`src/lcdfe_pkg.sv`:
```
// Shared types, op codes, LCD command bytes and the Cyrillic recode table.
`timescale 1ns / 1ps
`default_nettype none

package lcdfe_pkg;

	// Geometry defaults and limits
	localparam int DEF_NUM_ROWS    = 2;
	localparam int DEF_NUM_COLS    = 16;
	localparam int MAX_NUM_COLS    = 40;
	localparam int DEF_QUEUE_DEPTH = 2;

	// Cursor column holds 0..NUM_COLS for any allowed geometry
	localparam int CUR_COL_W = $clog2(MAX_NUM_COLS + 1);

	// Input op codes
	localparam logic [2:0] OP_PUT_CHAR = 3'd0;
	localparam logic [2:0] OP_CLEAR    = 3'd1;
	localparam logic [2:0] OP_SET_POS  = 3'd2;
	localparam logic [2:0] OP_CURSOR   = 3'd3;
	localparam logic [2:0] OP_INIT     = 3'd4;

	// LCD command bytes
	localparam logic [7:0] LCD_FUNCTION_SET = 8'h3C;
	localparam logic [7:0] LCD_DISPLAY_ON   = 8'h0C;
	localparam logic [7:0] LCD_CLR_HOME     = 8'h01;
	localparam logic [7:0] LCD_ENTRY_MODE   = 8'h06;

	// Init sequence steps (steps before DISP send the function set)
	localparam logic [2:0] INIT_STEP_DISP  = 3'd2;
	localparam logic [2:0] INIT_STEP_CLEAR = 3'd3;
	localparam logic [2:0] INIT_STEP_ENTRY = 3'd4;

	// Classified operation handed from front to back
	typedef enum logic [2:0] {
		KIND_CHAR,
		KIND_CLEAR,
		KIND_POS,
		KIND_MODE,
		KIND_INIT
	} cmd_kind_t;

	typedef struct packed {
		cmd_kind_t              kind;
		logic [7:0]             byte_val;  // recoded char, clear, mode or position command
		logic                   row;       // clamped row for set position
		logic [CUR_COL_W-1:0]   col;       // clamped column for set position
	} cmd_t;

	// Codes 192..255 map to the controller's Cyrillic glyphs
	localparam logic [7:0] CYR_ROM [64] = '{
		8'h41, 8'hA0, 8'h42, 8'hA1, 8'hE0, 8'h45, 8'hA3, 8'h33,
		8'hA5, 8'hA6, 8'h4B, 8'hA7, 8'h4D, 8'h48, 8'h4F, 8'hA8,
		8'h50, 8'h43, 8'h54, 8'hA9, 8'hAA, 8'h58, 8'hE1, 8'hAB,
		8'hAC, 8'hE2, 8'hAD, 8'hAE, 8'h62, 8'hAF, 8'hB0, 8'hB1,
		8'h61, 8'hB2, 8'hB3, 8'hB4, 8'hE3, 8'h65, 8'hB6, 8'hB7,
		8'hB8, 8'hA6, 8'hBA, 8'hBB, 8'hBC, 8'hBD, 8'h6F, 8'hBE,
		8'h70, 8'h63, 8'hBF, 8'h79, 8'hE4, 8'hD5, 8'hE5, 8'hC0,
		8'hC1, 8'hE6, 8'hC2, 8'hC3, 8'hC4, 8'hC5, 8'hC6, 8'hC7
	};

endpackage

`default_nettype wire

```
`src/lcdfe_front.sv`:
```
// Front end: accepts input beats, drops unknown ops and classifies the rest.
`timescale 1ns / 1ps
`default_nettype none

module lcdfe_front
	import lcdfe_pkg::*;
#(
	parameter int NUM_ROWS = DEF_NUM_ROWS,
	parameter int NUM_COLS = DEF_NUM_COLS
) (
	input  wire logic       in_valid,
	output logic            in_stall,
	input  wire logic [2:0] op,
	input  wire logic [7:0] char_code,
	input  wire logic [7:0] row_req,
	input  wire logic [7:0] col_req,
	input  wire logic [7:0] cursor_mode,
	input  wire logic       queue_full,
	output logic            push,
	output cmd_t            push_cmd
);

	logic                 known_op;
	logic                 row_clamp;
	logic [CUR_COL_W-1:0] col_clamp;
	logic [1:0]           mode_bits;
	logic [7:0]           char_recoded;

	// Hold input while the queue has no room
	assign in_stall = queue_full;

	// Clamp the requested position to the display
	assign row_clamp = (row_req > 8'(NUM_ROWS - 1)) ? 1'(NUM_ROWS - 1) : row_req[0];
	assign col_clamp = (col_req > 8'(NUM_COLS - 1)) ? CUR_COL_W'(NUM_COLS - 1)
		: col_req[CUR_COL_W-1:0];

	// Fold undefined cursor modes onto cursor on, no blink
	assign mode_bits = (cursor_mode > 8'd3) ? 2'd2 : cursor_mode[1:0];

	// Recode the upper quarter of the code space through the glyph table
	assign char_recoded = (char_code[7:6] == 2'b11) ? CYR_ROM[char_code[5:0]] : char_code;

	// Classify the op
	always_comb begin
		known_op          = 1'b1;
		push_cmd.kind     = KIND_CHAR;
		push_cmd.byte_val = char_recoded;
		push_cmd.row      = row_clamp;
		push_cmd.col      = col_clamp;
		case (op)
			OP_PUT_CHAR: begin
				push_cmd.kind = KIND_CHAR;
			end
			OP_CLEAR: begin
				push_cmd.kind     = KIND_CLEAR;
				push_cmd.byte_val = LCD_CLR_HOME;
			end
			OP_SET_POS: begin
				push_cmd.kind     = KIND_POS;
				push_cmd.byte_val = {1'b1, row_clamp, col_clamp[5:0]};
			end
			OP_CURSOR: begin
				push_cmd.kind     = KIND_MODE;
				push_cmd.byte_val = LCD_DISPLAY_ON | {6'b0, mode_bits};
			end
			OP_INIT: begin
				push_cmd.kind = KIND_INIT;
			end
			default: begin
				known_op = 1'b0;
			end
		endcase
	end

	// Unknown ops are taken and dropped
	assign push = in_valid && !queue_full && known_op;

endmodule

`default_nettype wire

```
`src/lcdfe_queue.sv`:
```
// Short command queue between the classifying front and the byte sequencer.
`timescale 1ns / 1ps
`default_nettype none

module lcdfe_queue
	import lcdfe_pkg::*;
#(
	parameter int DEPTH = DEF_QUEUE_DEPTH
) (
	input  wire logic clk,
	input  wire logic arst_n,
	input  wire logic push,
	input  wire cmd_t push_cmd,
	output logic      full,
	input  wire logic pop,
	output logic      head_valid,
	output cmd_t      head
);

	localparam int PtrW = (DEPTH > 1) ? $clog2(DEPTH) : 1;
	localparam int CntW = $clog2(DEPTH + 1);

	cmd_t            entry_q [DEPTH];
	logic [PtrW-1:0] wr_ptr_q;
	logic [PtrW-1:0] rd_ptr_q;
	logic [CntW-1:0] count_q;

	assign full       = (count_q == CntW'(DEPTH));
	assign head_valid = (count_q != '0);
	assign head       = entry_q[rd_ptr_q];

	// Store pushed entries
	always_ff @(posedge clk) begin
		if (push) begin
			entry_q[wr_ptr_q] <= push_cmd;
		end
	end

	// Advance pointers and occupancy
	always_ff @(posedge clk or negedge arst_n) begin
		if (!arst_n) begin
			wr_ptr_q <= '0;
			rd_ptr_q <= '0;
			count_q  <= '0;
		end else begin
			if (push) begin
				wr_ptr_q <= (wr_ptr_q == PtrW'(DEPTH - 1)) ? '0 : wr_ptr_q + 1'b1;
			end
			if (pop) begin
				rd_ptr_q <= (rd_ptr_q == PtrW'(DEPTH - 1)) ? '0 : rd_ptr_q + 1'b1;
			end
			if (push && !pop) begin
				count_q <= count_q + 1'b1;
			end else if (pop && !push) begin
				count_q <= count_q - 1'b1;
			end
		end
	end

	a_no_overflow: assert property (@(posedge clk) disable iff (!arst_n)
		full |-> !push)
		else $error("queue push while full");

	a_no_underflow: assert property (@(posedge clk) disable iff (!arst_n)
		pop |-> head_valid)
		else $error("queue pop while empty");

endmodule

`default_nettype wire

```
`src/lcdfe_back.sv`:
```
// Back end: keeps the cursor and expands queued commands into LCD bus beats.
`timescale 1ns / 1ps
`default_nettype none

module lcdfe_back
	import lcdfe_pkg::*;
#(
	parameter int NUM_ROWS = DEF_NUM_ROWS,
	parameter int NUM_COLS = DEF_NUM_COLS
) (
	input  wire logic clk,
	input  wire logic arst_n,
	input  wire logic head_valid,
	input  wire cmd_t head,
	output logic      pop,
	output logic       out_valid,
	input  wire logic  out_stall,
	output logic [7:0] bus_byte,
	output logic       is_data,
	output logic       last,
	output logic       cur_row,
	output logic [4:0] cur_col
);

	logic                 row_q;
	logic [CUR_COL_W-1:0] col_q;
	logic [2:0]           step_q;
	logic                 out_valid_q;
	logic [7:0]           bus_byte_q;
	logic                 is_data_q;
	logic                 last_q;
	logic                 cur_row_q;
	logic [4:0]           cur_col_q;

	logic                 out_free;
	logic                 fire;
	logic                 wrap;
	logic                 row_n;
	logic [CUR_COL_W-1:0] col_n;
	logic [7:0]           byte_n;
	logic                 data_n;
	logic                 done_n;

	assign out_free = !out_valid_q || !out_stall;
	assign fire     = head_valid && out_free;
	assign pop      = fire && done_n;
	assign wrap     = (col_q >= CUR_COL_W'(NUM_COLS));

	// Work out the next beat and cursor for the head command
	always_comb begin
		row_n  = row_q;
		col_n  = col_q;
		byte_n = head.byte_val;
		data_n = 1'b0;
		done_n = 1'b1;
		case (head.kind)
			KIND_CHAR: begin
				if (wrap) begin
					// Move to the start of the next row, or home from the last row
					row_n  = (row_q == 1'(NUM_ROWS - 1)) ? 1'b0 : row_q + 1'b1;
					col_n  = '0;
					byte_n = {1'b1, row_n, 6'b0};
					done_n = 1'b0;
				end else begin
					col_n  = col_q + 1'b1;
					data_n = 1'b1;
				end
			end
			KIND_CLEAR: begin
				row_n = 1'b0;
				col_n = '0;
			end
			KIND_POS: begin
				row_n = head.row;
				col_n = head.col;
			end
			KIND_MODE: begin
				byte_n = head.byte_val;
			end
			KIND_INIT: begin
				done_n = 1'b0;
				case (step_q)
					INIT_STEP_DISP: begin
						byte_n = LCD_DISPLAY_ON;
					end
					INIT_STEP_CLEAR: begin
						byte_n = LCD_CLR_HOME;
						row_n  = 1'b0;
						col_n  = '0;
					end
					INIT_STEP_ENTRY: begin
						byte_n = LCD_ENTRY_MODE;
						done_n = 1'b1;
					end
					default: begin
						byte_n = LCD_FUNCTION_SET;
					end
				endcase
			end
			default: begin
				done_n = 1'b1;
			end
		endcase
	end

	// Advance cursor, init step and output valid
	always_ff @(posedge clk or negedge arst_n) begin
		if (!arst_n) begin
			row_q       <= 1'b0;
			col_q       <= '0;
			step_q      <= '0;
			out_valid_q <= 1'b0;
		end else begin
			if (out_free) begin
				out_valid_q <= fire;
			end
			if (fire) begin
				row_q <= row_n;
				col_q <= col_n;
				if (head.kind == KIND_INIT && !done_n) begin
					step_q <= step_q + 1'b1;
				end else begin
					step_q <= '0;
				end
			end
		end
	end

	// Load the output beat
	always_ff @(posedge clk) begin
		if (fire) begin
			bus_byte_q <= byte_n;
			is_data_q  <= data_n;
			last_q     <= done_n;
			cur_row_q  <= row_n;
			cur_col_q  <= col_n[4:0];
		end
	end

	assign out_valid = out_valid_q;
	assign bus_byte  = bus_byte_q;
	assign is_data   = is_data_q;
	assign last      = last_q;
	assign cur_row   = cur_row_q;
	assign cur_col   = cur_col_q;

	a_col_range: assert property (@(posedge clk) disable iff (!arst_n)
		col_q <= CUR_COL_W'(NUM_COLS))
		else $error("cursor column beyond display width");

	a_step_init_only: assert property (@(posedge clk) disable iff (!arst_n)
		(step_q != '0) |-> (head_valid && head.kind == KIND_INIT))
		else $error("init step left over without an init command");

	a_wrap_then_char: assert property (@(posedge clk) disable iff (!arst_n)
		(fire && head.kind == KIND_CHAR && wrap) |=> (head_valid && !wrap))
		else $error("put char wrap not followed by its character");

endmodule

`default_nettype wire

```
`src/char_lcd_text_front_end.sv`:
```
// Top level of the character LCD text front end.
`timescale 1ns / 1ps
`default_nettype none

// Turns text operations (put char, clear, set position, cursor mode, init)
// into command and data beats for a character LCD bus, keeping the
// cursor row and column. The front end takes one input beat per cycle into a
// short command queue while it has room; the back end sends one bus beat per
// cycle from its output register while the bus does not stall. An operation
// has one bus beat for clear, set position and cursor mode, one or two for put
// char (two when the column has run past the display width) and five for init.
// Unknown ops are taken and produce nothing. The first beat of an operation
// passes through the queue and then the back end's output register. Delays,
// busy-flag polling and pin strobing are left to the bus driver downstream.
module char_lcd_text_front_end
	import lcdfe_pkg::*;
#(
	parameter int NUM_ROWS    = DEF_NUM_ROWS,
	parameter int NUM_COLS    = DEF_NUM_COLS,
	parameter int QUEUE_DEPTH = DEF_QUEUE_DEPTH
) (
	input  wire logic       clk,
	input  wire logic       arst_n,
	input  wire logic       in_valid,
	output logic            in_stall,
	input  wire logic [2:0] op,
	input  wire logic [7:0] char_code,
	input  wire logic [7:0] row_req,
	input  wire logic [7:0] col_req,
	input  wire logic [7:0] cursor_mode,
	output logic            out_valid,
	input  wire logic       out_stall,
	output logic [7:0]      bus_byte,
	output logic            is_data,
	output logic            last,
	output logic            cur_row,
	output logic [4:0]      cur_col
);

	logic push;
	cmd_t push_cmd;
	logic queue_full;
	logic pop;
	logic head_valid;
	cmd_t head;

	lcdfe_front #(
		.NUM_ROWS (NUM_ROWS),
		.NUM_COLS (NUM_COLS)
	) u_front (
		.in_valid    (in_valid),
		.in_stall    (in_stall),
		.op          (op),
		.char_code   (char_code),
		.row_req     (row_req),
		.col_req     (col_req),
		.cursor_mode (cursor_mode),
		.queue_full  (queue_full),
		.push        (push),
		.push_cmd    (push_cmd)
	);

	lcdfe_queue #(
		.DEPTH (QUEUE_DEPTH)
	) u_queue (
		.clk        (clk),
		.arst_n     (arst_n),
		.push       (push),
		.push_cmd   (push_cmd),
		.full       (queue_full),
		.pop        (pop),
		.head_valid (head_valid),
		.head       (head)
	);

	lcdfe_back #(
		.NUM_ROWS (NUM_ROWS),
		.NUM_COLS (NUM_COLS)
	) u_back (
		.clk        (clk),
		.arst_n     (arst_n),
		.head_valid (head_valid),
		.head       (head),
		.pop        (pop),
		.out_valid  (out_valid),
		.out_stall  (out_stall),
		.bus_byte   (bus_byte),
		.is_data    (is_data),
		.last       (last),
		.cur_row    (cur_row),
		.cur_col    (cur_col)
	);

endmodule

`default_nettype wire
```
`config.mk`:
```
export PLATFORM = sky130hd
export DESIGN_NAME = char_lcd_text_front_end
export DESIGN_NICKNAME = d
export VERILOG_FILES = /design/src/lcdfe_pkg.sv /design/src/lcdfe_front.sv /design/src/lcdfe_queue.sv /design/src/lcdfe_back.sv /design/src/char_lcd_text_front_end.sv
export SDC_FILE = /design/constraint.sdc
export NUM_CORES = 1
export LEC_CHECK = 0
export BUFFER_PORTS_ARGS = -buffer_cell sky130_fd_sc_hd__clkbuf_2
export CAP_MARGIN = 0
export CORE_MARGIN = 2
export CORE_UTILIZATION = 60
export CTS_CLUSTER_SIZE = 24
export DETAILED_ROUTE_END_ITERATION = 10
export PLACE_DENSITY = 0.83
export SLEW_MARGIN = 15
export SYNTH_ARGS = -nofsm -noshare
export SYNTH_HDL_FRONTEND = slang
export SYNTH_SLANG_ARGS = --single-unit
export TNS_END_PERCENT = 10
```
`constraint.sdc`:
```
create_clock -name clk -period 3.1 [get_ports clk]
set_input_delay 0.31 -clock clk [delete_from_list [all_inputs] [get_ports clk]]
set_output_delay 0.31 -clock clk [all_outputs]
set_load 0.02 [all_outputs]
```
# After elaboration in Yosys (flattened, before gate mapping)
# Memories as Yosys holds them, arrays and structs flattened.
# Cells that the tools add are included.
dict set report totals {
  inputBits 39
  rom_bits 512
  out_inout_bits 18
  mem_bits_rw 36
  latchBits 0
  register_bits 31
  n_memories 2
}
dict set report op_classes {
  n_eq_ne 13
  bitwise_logic 1
  muxes 29
  div_mod_pow 0
  multipliers 0
  magnitude_cmp 5
  n_reduce_logical 21
  n_addsub 7
  shift 0
}
# memory depth word_bits rd rd_ports_with_merged_regs write_ports line_no
set mem_list {}
lappend mem_list {{(no name shown)} 64 8 1 0 0 lcdfe_front.sv:41} ;# assign char_recoded = (char_code[7:6] == 2'b11) ? CYR_ROM[char_code[5:0]] : char_code;
lappend mem_list {u_queue.entry_q 2 18 1 0 1 lcdfe_queue.sv:23} ;# cmd_t entry_q [DEPTH];
# op count
set ops {}
lappend ops {{2-to-1 mux 8 bit} 4}
lappend ops {{one-hot mux 6 bit (4 select lines)} 1}
lappend ops {{one-hot mux 8 bit (3 select lines)} 1}
lappend ops {{2-to-1 mux 6 bit} 3}
lappend ops {{one-hot mux 6 bit (3 select lines)} 1}
lappend ops {{one-hot mux 8 bit (2 select lines)} 1}
lappend ops {{equality test 3 x 2 -> 1 bit, second input constant} 5}
lappend ops {{one-hot mux 3 bit (4 select lines)} 1}
lappend ops {{2-to-1 mux 1 bit} 11}
lappend ops {{equality test 3 bit, second input constant} 3}
lappend ops {{greater-than comparator 8 x 1 -> 1 bit, second input constant} 1}
lappend ops {{greater-than comparator 8 x 2 -> 1 bit, second input constant} 1}
lappend ops {{greater-than comparator 8 x 4 -> 1 bit, second input constant} 1}
lappend ops {{greater-or-equal comparator 7 bit, second input constant} 1}
lappend ops {{logical AND 1 bit} 7}
lappend ops {{inverter 6 -> 7 bit} 1}
lappend ops {{adder 6 x 1 -> 6 bit, second input constant} 1}
lappend ops {{equality test 3 x 1 -> 1 bit, second input constant} 2}
lappend ops {{greater-or-equal comparator 6 x 5 -> 1 bit, second input constant} 1}
lappend ops {{zero test 1 bit} 6}
lappend ops {{zero test 3 bit} 2}
lappend ops {{2-to-1 mux 2 bit} 3}
lappend ops {{OR reduction 5 bit} 1}
lappend ops {{equality test 2 bit, second input constant} 2}
lappend ops {{12 further kinds} 15}

# Depth between registers and ports, before layout
dict set report logic_depth {
  ltp_word 8
  ltp_mapped 9
  mapped_depth_nobuf 9
}

# Modules after synthesis
# A second synthesis with hierarchy kept.
dict set report hier_totals {
  hier_cells 406
  hier_area_um2 4234.1
}
# mod cells_each n_inst area_each_um2
set modules_own_cells {}
lappend modules_own_cells {lcdfe_queue 72 1 1537.7}
lappend modules_own_cells {lcdfe_back 141 1 1486.4}
lappend modules_own_cells {lcdfe_front 193 1 1209.9}

# Least setup slack after synthesis
# No wires, ideal clock.
dict set report synth_timing {
  kind {input to register}
  startpoint {input char_code[0]}
  endpoint {memory u_queue.entry_q[0][9] in the netlist's numbering (data pin)}
  slack_ns 0.986
  n_path_buf 1
  stages 8
  t_arrival_ns 1.840
  path_cell_list {clkbuf_1 inv_1 ha_1 nor3b_2 nand3b_1 a21oi_1 a2111oi_0 o22ai_1}
}
# element line_no
set synth_rtl {}
lappend synth_rtl {{from (decl)} char_lcd_text_front_end.sv:27} ;# input wire logic [7:0] char_code,
lappend synth_rtl {{to (decl)} lcdfe_queue.sv:23}

# Worst setup path in the final report
dict set report layout_timing {
  startpoint {register u_queue.rd_ptr_q}
  endpoint {register u_queue.count_q[1]}
}
dict set report layout_between {
  elab_chain_len 7
  word_cells_on_any_way 10
  classes_between {1 x eq/ne; 2 x mux; 6 x reduce/logical; 1 x memory}
}
# element line_no
set layout_lines {}
lappend layout_lines {{from (decl)} lcdfe_queue.sv:25} ;# logic [PtrW-1:0] rd_ptr_q;
lappend layout_lines {{from (signal assigned)} lcdfe_queue.sv:50} ;# rd_ptr_q <= (rd_ptr_q == PtrW'(DEPTH - 1)) ? '0 : rd_ptr_q + 1'b1;
lappend layout_lines {{memory (2 x 18 bit) (*)} n/a}
lappend layout_lines {{equality test 3 bit or zero test 3 bit (tied branches)} lcdfe_back.sv:56} ;# case (head.kind)
lappend layout_lines {{one-hot mux 1 bit (2 select lines) (*)} lcdfe_back.sv:56}
lappend layout_lines {{net u_back.done_n} lcdfe_back.sv:42} ;# logic done_n;
lappend layout_lines {{logical AND 1 bit (*)} lcdfe_back.sv:46} ;# assign pop = fire && done_n;
lappend layout_lines {{zero test 1 bit} lcdfe_queue.sv:52} ;# if (push && !pop) begin
lappend layout_lines {{logical AND 1 bit} lcdfe_queue.sv:52}
lappend layout_lines {{2-to-1 mux 2 bit or nonzero test 2 bit (tied branches)} n/a}
lappend layout_lines {{to (signal assigned)} lcdfe_queue.sv:53} ;# count_q <= count_q + 1'b1;
lappend layout_lines {{to (signal assigned)} lcdfe_queue.sv:55} ;# count_q <= count_q - 1'b1;
lappend layout_lines {{to (decl)} lcdfe_queue.sv:26} ;# logic [CntW-1:0] count_q;
# The timed path passes the listed nets; every way through them passes the cells marked *.
# A chain may end at the register's enable or synchronous reset.

==> results.cfg <==
[synthesis]
async_flop_share_pct = 22.4
yosysUniqueCellTypes = 70
syn_inst = 397
avgSynthCellArea_um2 = 10.4
synth_ff_type = edfxtp_1
synth_area_um2 = 4120
yosysWarnings = 0
synth.ff_latch_count = 67
ys_seq_area_share_pct = 47.0
synth_edf_count = 52

[global_route]
grt_pass1_vias = 3263
track_usage_pct = 27.6
grt.met1_usage_pct = 37.6
grt_max_degree = 41
met2_usage_pct = 44.7
gr-max-usage-layer = met2
grt_pass1_wl_mm = 16.0
antenna_found_initial = 0
grt-ovfl-total = 0
groute.layer.met3.usage_pct = 5.12

[critical_path]
crit_end = u_queue.count_q[1]
r2r_cells = 8
path_max_fanout = 13
critPathKind = flip-flop to flip-flop
timing.rr.end = u_queue.count_q[1]
r2r_slack_ns = 0.68
reg2reg_from = u_queue.rd_ptr_q
startpoint = u_queue.rd_ptr_q
arrival_ns = 2.66
cp_data_required_time_ns = 3.34
end_kind = flip-flop
cp-start-kind = flip-flop

[pwr]
powerDensity_nw_per_um2 = 781
p_total_mw = 3.62
leakage_nw = 1.83
ir_drop_mv = 0.370

[place]
dpl_cell_area_um2 = 4420
dp_hpwl_mm = 7.05
globalplace.congestion = 0.951
place.port_buffers = 56

[clock_network]
clkLatencyLatePin_ns = 0.35
clock-sinks = 67
cts.repair.resized = 0
cts_tree = built
htreeDepth = 3
cts_max_path_buffers = 2
cts_made_buffers = 9
clockRootBuffer = clkbuf_8
path_clk_slew_ns = 0.08
post_cts_buffers = 0

[sta]
period_share_pct = 78.1
slew_violations = 0
hold_violations = 0
slew_headroom_pct = 43.1
fin_tns_setup_ns = 0
setup_viol = 0
grt_setup_unrepaired = no
worst_slew_pin_slew_ns = 0.854
max_freq_ghz = 0.413
skew_ns = 0.0134
final.min_clock_period_ns = 2.42

[outcome]
outcome = completed

[drt]
drc_errors = 0
drtIter0Drc = 331
wl_per_cell_um = 18.3
firstDrtPassIters = 6
ant_nets = 0
viasPerCell = 6.41
num_vias = 3425
totalWireLength_mm = 9.79

[finish]
diodes = 0
mostFrequentLayoutCells = 56 x clkbuf_2, 52 x edfxtp_1, 25 x nor2_1
layout.cells.most_common = clkbuf_2
final_area_um2 = 4640
final_nets = 502
post_route_cells_drive_above_1_share_pct = 20.7
synthToLayoutAreaGrowth_pct = 12.6

[floorplanning]
ioPinCount = 57
dieArea_um2 = 7550
fp.dieH_um = 86.9
initial_utilization_pct = 61.3
die_w_um = 86.9
row_count = 30
coreArea_um2 = 6720

[flow_run]
cap_violations = 0

[hold_path]
hold_path.class = input pin to flip-flop
-- worst min path at each step --
stage	startpoint	cells past startpoint	end	slack [ns]
2_1_floorplan	arst_n	0	u_back.col_q[0]	0.01
3_3_place_gp	arst_n	1	u_back.col_q[1]	0.26
3_5_place_dp	arst_n	1	u_back.col_q[1]	0.26
4_1_cts	out_stall	3	u_back.out_valid	0.16
5_1_grt	out_stall	3	u_back.out_valid	0.20
6_report	out_stall	3	u_back.out_valid	0.17
-- routing by layer --
layer	wire, um	up-vias
li1	-	1612
met1	4210	1596
met2	4670	195
met3	744	22
met4	165	0
met5	0	-
-- power breakdown --
| group | switching (mW) | internal, mW |
|---|---|---|
| Clock | 0.378 | 0.385 |
| Sequential | 0.185 | 1.29 |
| Combinational | 0.840 | 0.542 |
-- critical path: stages, from the launching register on --
cell       delay, ns
dfrtp_1         0.66
nor3b_1         0.55
a2bb2oi_2       0.34
o21ai_2         0.12
nand2_2         0.12
ha_1            0.17
xor2_1          0.15
nor2_1          0.07
xor2_1          0.13
-- layout make-up --
type	count	area, um^2
clock buffers	9	124
repair buffers	62	328
clock inverters	7	83.8
multi-input cells	292	2000
well taps	80	100
flip-flops and latches	67	1940
fillers	503	2080
inverters	17	63.8
-- synthesized netlist by cell type (all sizes together) (3+ instances only) --
library cell	instances	area, um^2
o22ai	9	56.3
nand3	6	30.0
o311ai	4	35.0
a21o	5	37.5
nor3b	6	50.1
a22o	5	45.0
inv	17	63.8
mux2i	18	184
o32ai	3	33.8
buf	16	95.1
nand2b	16	100
o31ai	5	42.5
o211ai	10	75.1
ha	14	175
nand4	3	18.8
nand2	23	88.8
a31oi	7	58.8
edfxtp	52	1560
xnor2	6	52.6
nor3	9	45.0
nand3b	3	22.5
nor2	25	93.8
dfrtp	15	375
o21ai	27	139
clkbuf	8	31.3
or2	3	18.8
nor4	5	31.3
xor2	3	26.3
a21oi	22	114
a211oi	9	67.6
nor2b	7	43.8
and2	5	31.3
-- repair_timing --
| item | in CTS | in global routing |
|---|---|---|
| endpoints found under the setup margin | 0 | 0 |
| hold buffers | 1 | 0 |
| endpoints found under the hold margin | 15 | 0 |
-- per-stage QoR --
| step | utilization, % | hold slack (ns) | setup slack (ns) | instances |
|---|---|---|---|---|
| 2_1_floorplan | - | 0.0144 | 0.986 | 400 |
| 3_3_place_gp | 65.8 | 0.259 | 0.749 | 517 |
| 3_5_place_dp | 65.8 | 0.262 | 0.692 | 517 |
| 4_1_cts | 69.1 | 0.163 | 0.733 | 534 |
| 5_1_grt | 69.1 | 0.197 | 0.493 | 534 |
| 6_report | 69.1 | 0.174 | 0.680 | 534 |
-- cells by family after synthesis --
group	count (synthesis)	synth area share, %
buffers and inverters	41	4.62
AOI/OAI and AO/OA	128	21.9
adders and majority gates	14	4.25
muxes	20	5.01
xor gates and xnor gates	9	1.91
other	1	0.0910
and+or+nand+nor	117	15.2
DFF	67	47.0
-- sequential cells by signal, summed over array words and instances (netlist names) --
name	flops
u_queue.wr_ptr_q	1
u_back.out_valid	1
u_back.last	1
u_queue.count_q	2
u_back.cur_col	5
u_back.is_data	1
u_back.col_q	6
u_back.cur_row	1
u_back.step_q	3
u_queue.rd_ptr_q	1
u_queue.entry_q	36
u_back.bus_byte	8
u_back.row_q	1
Note: power is estimated with default switching activity, not from simulation.
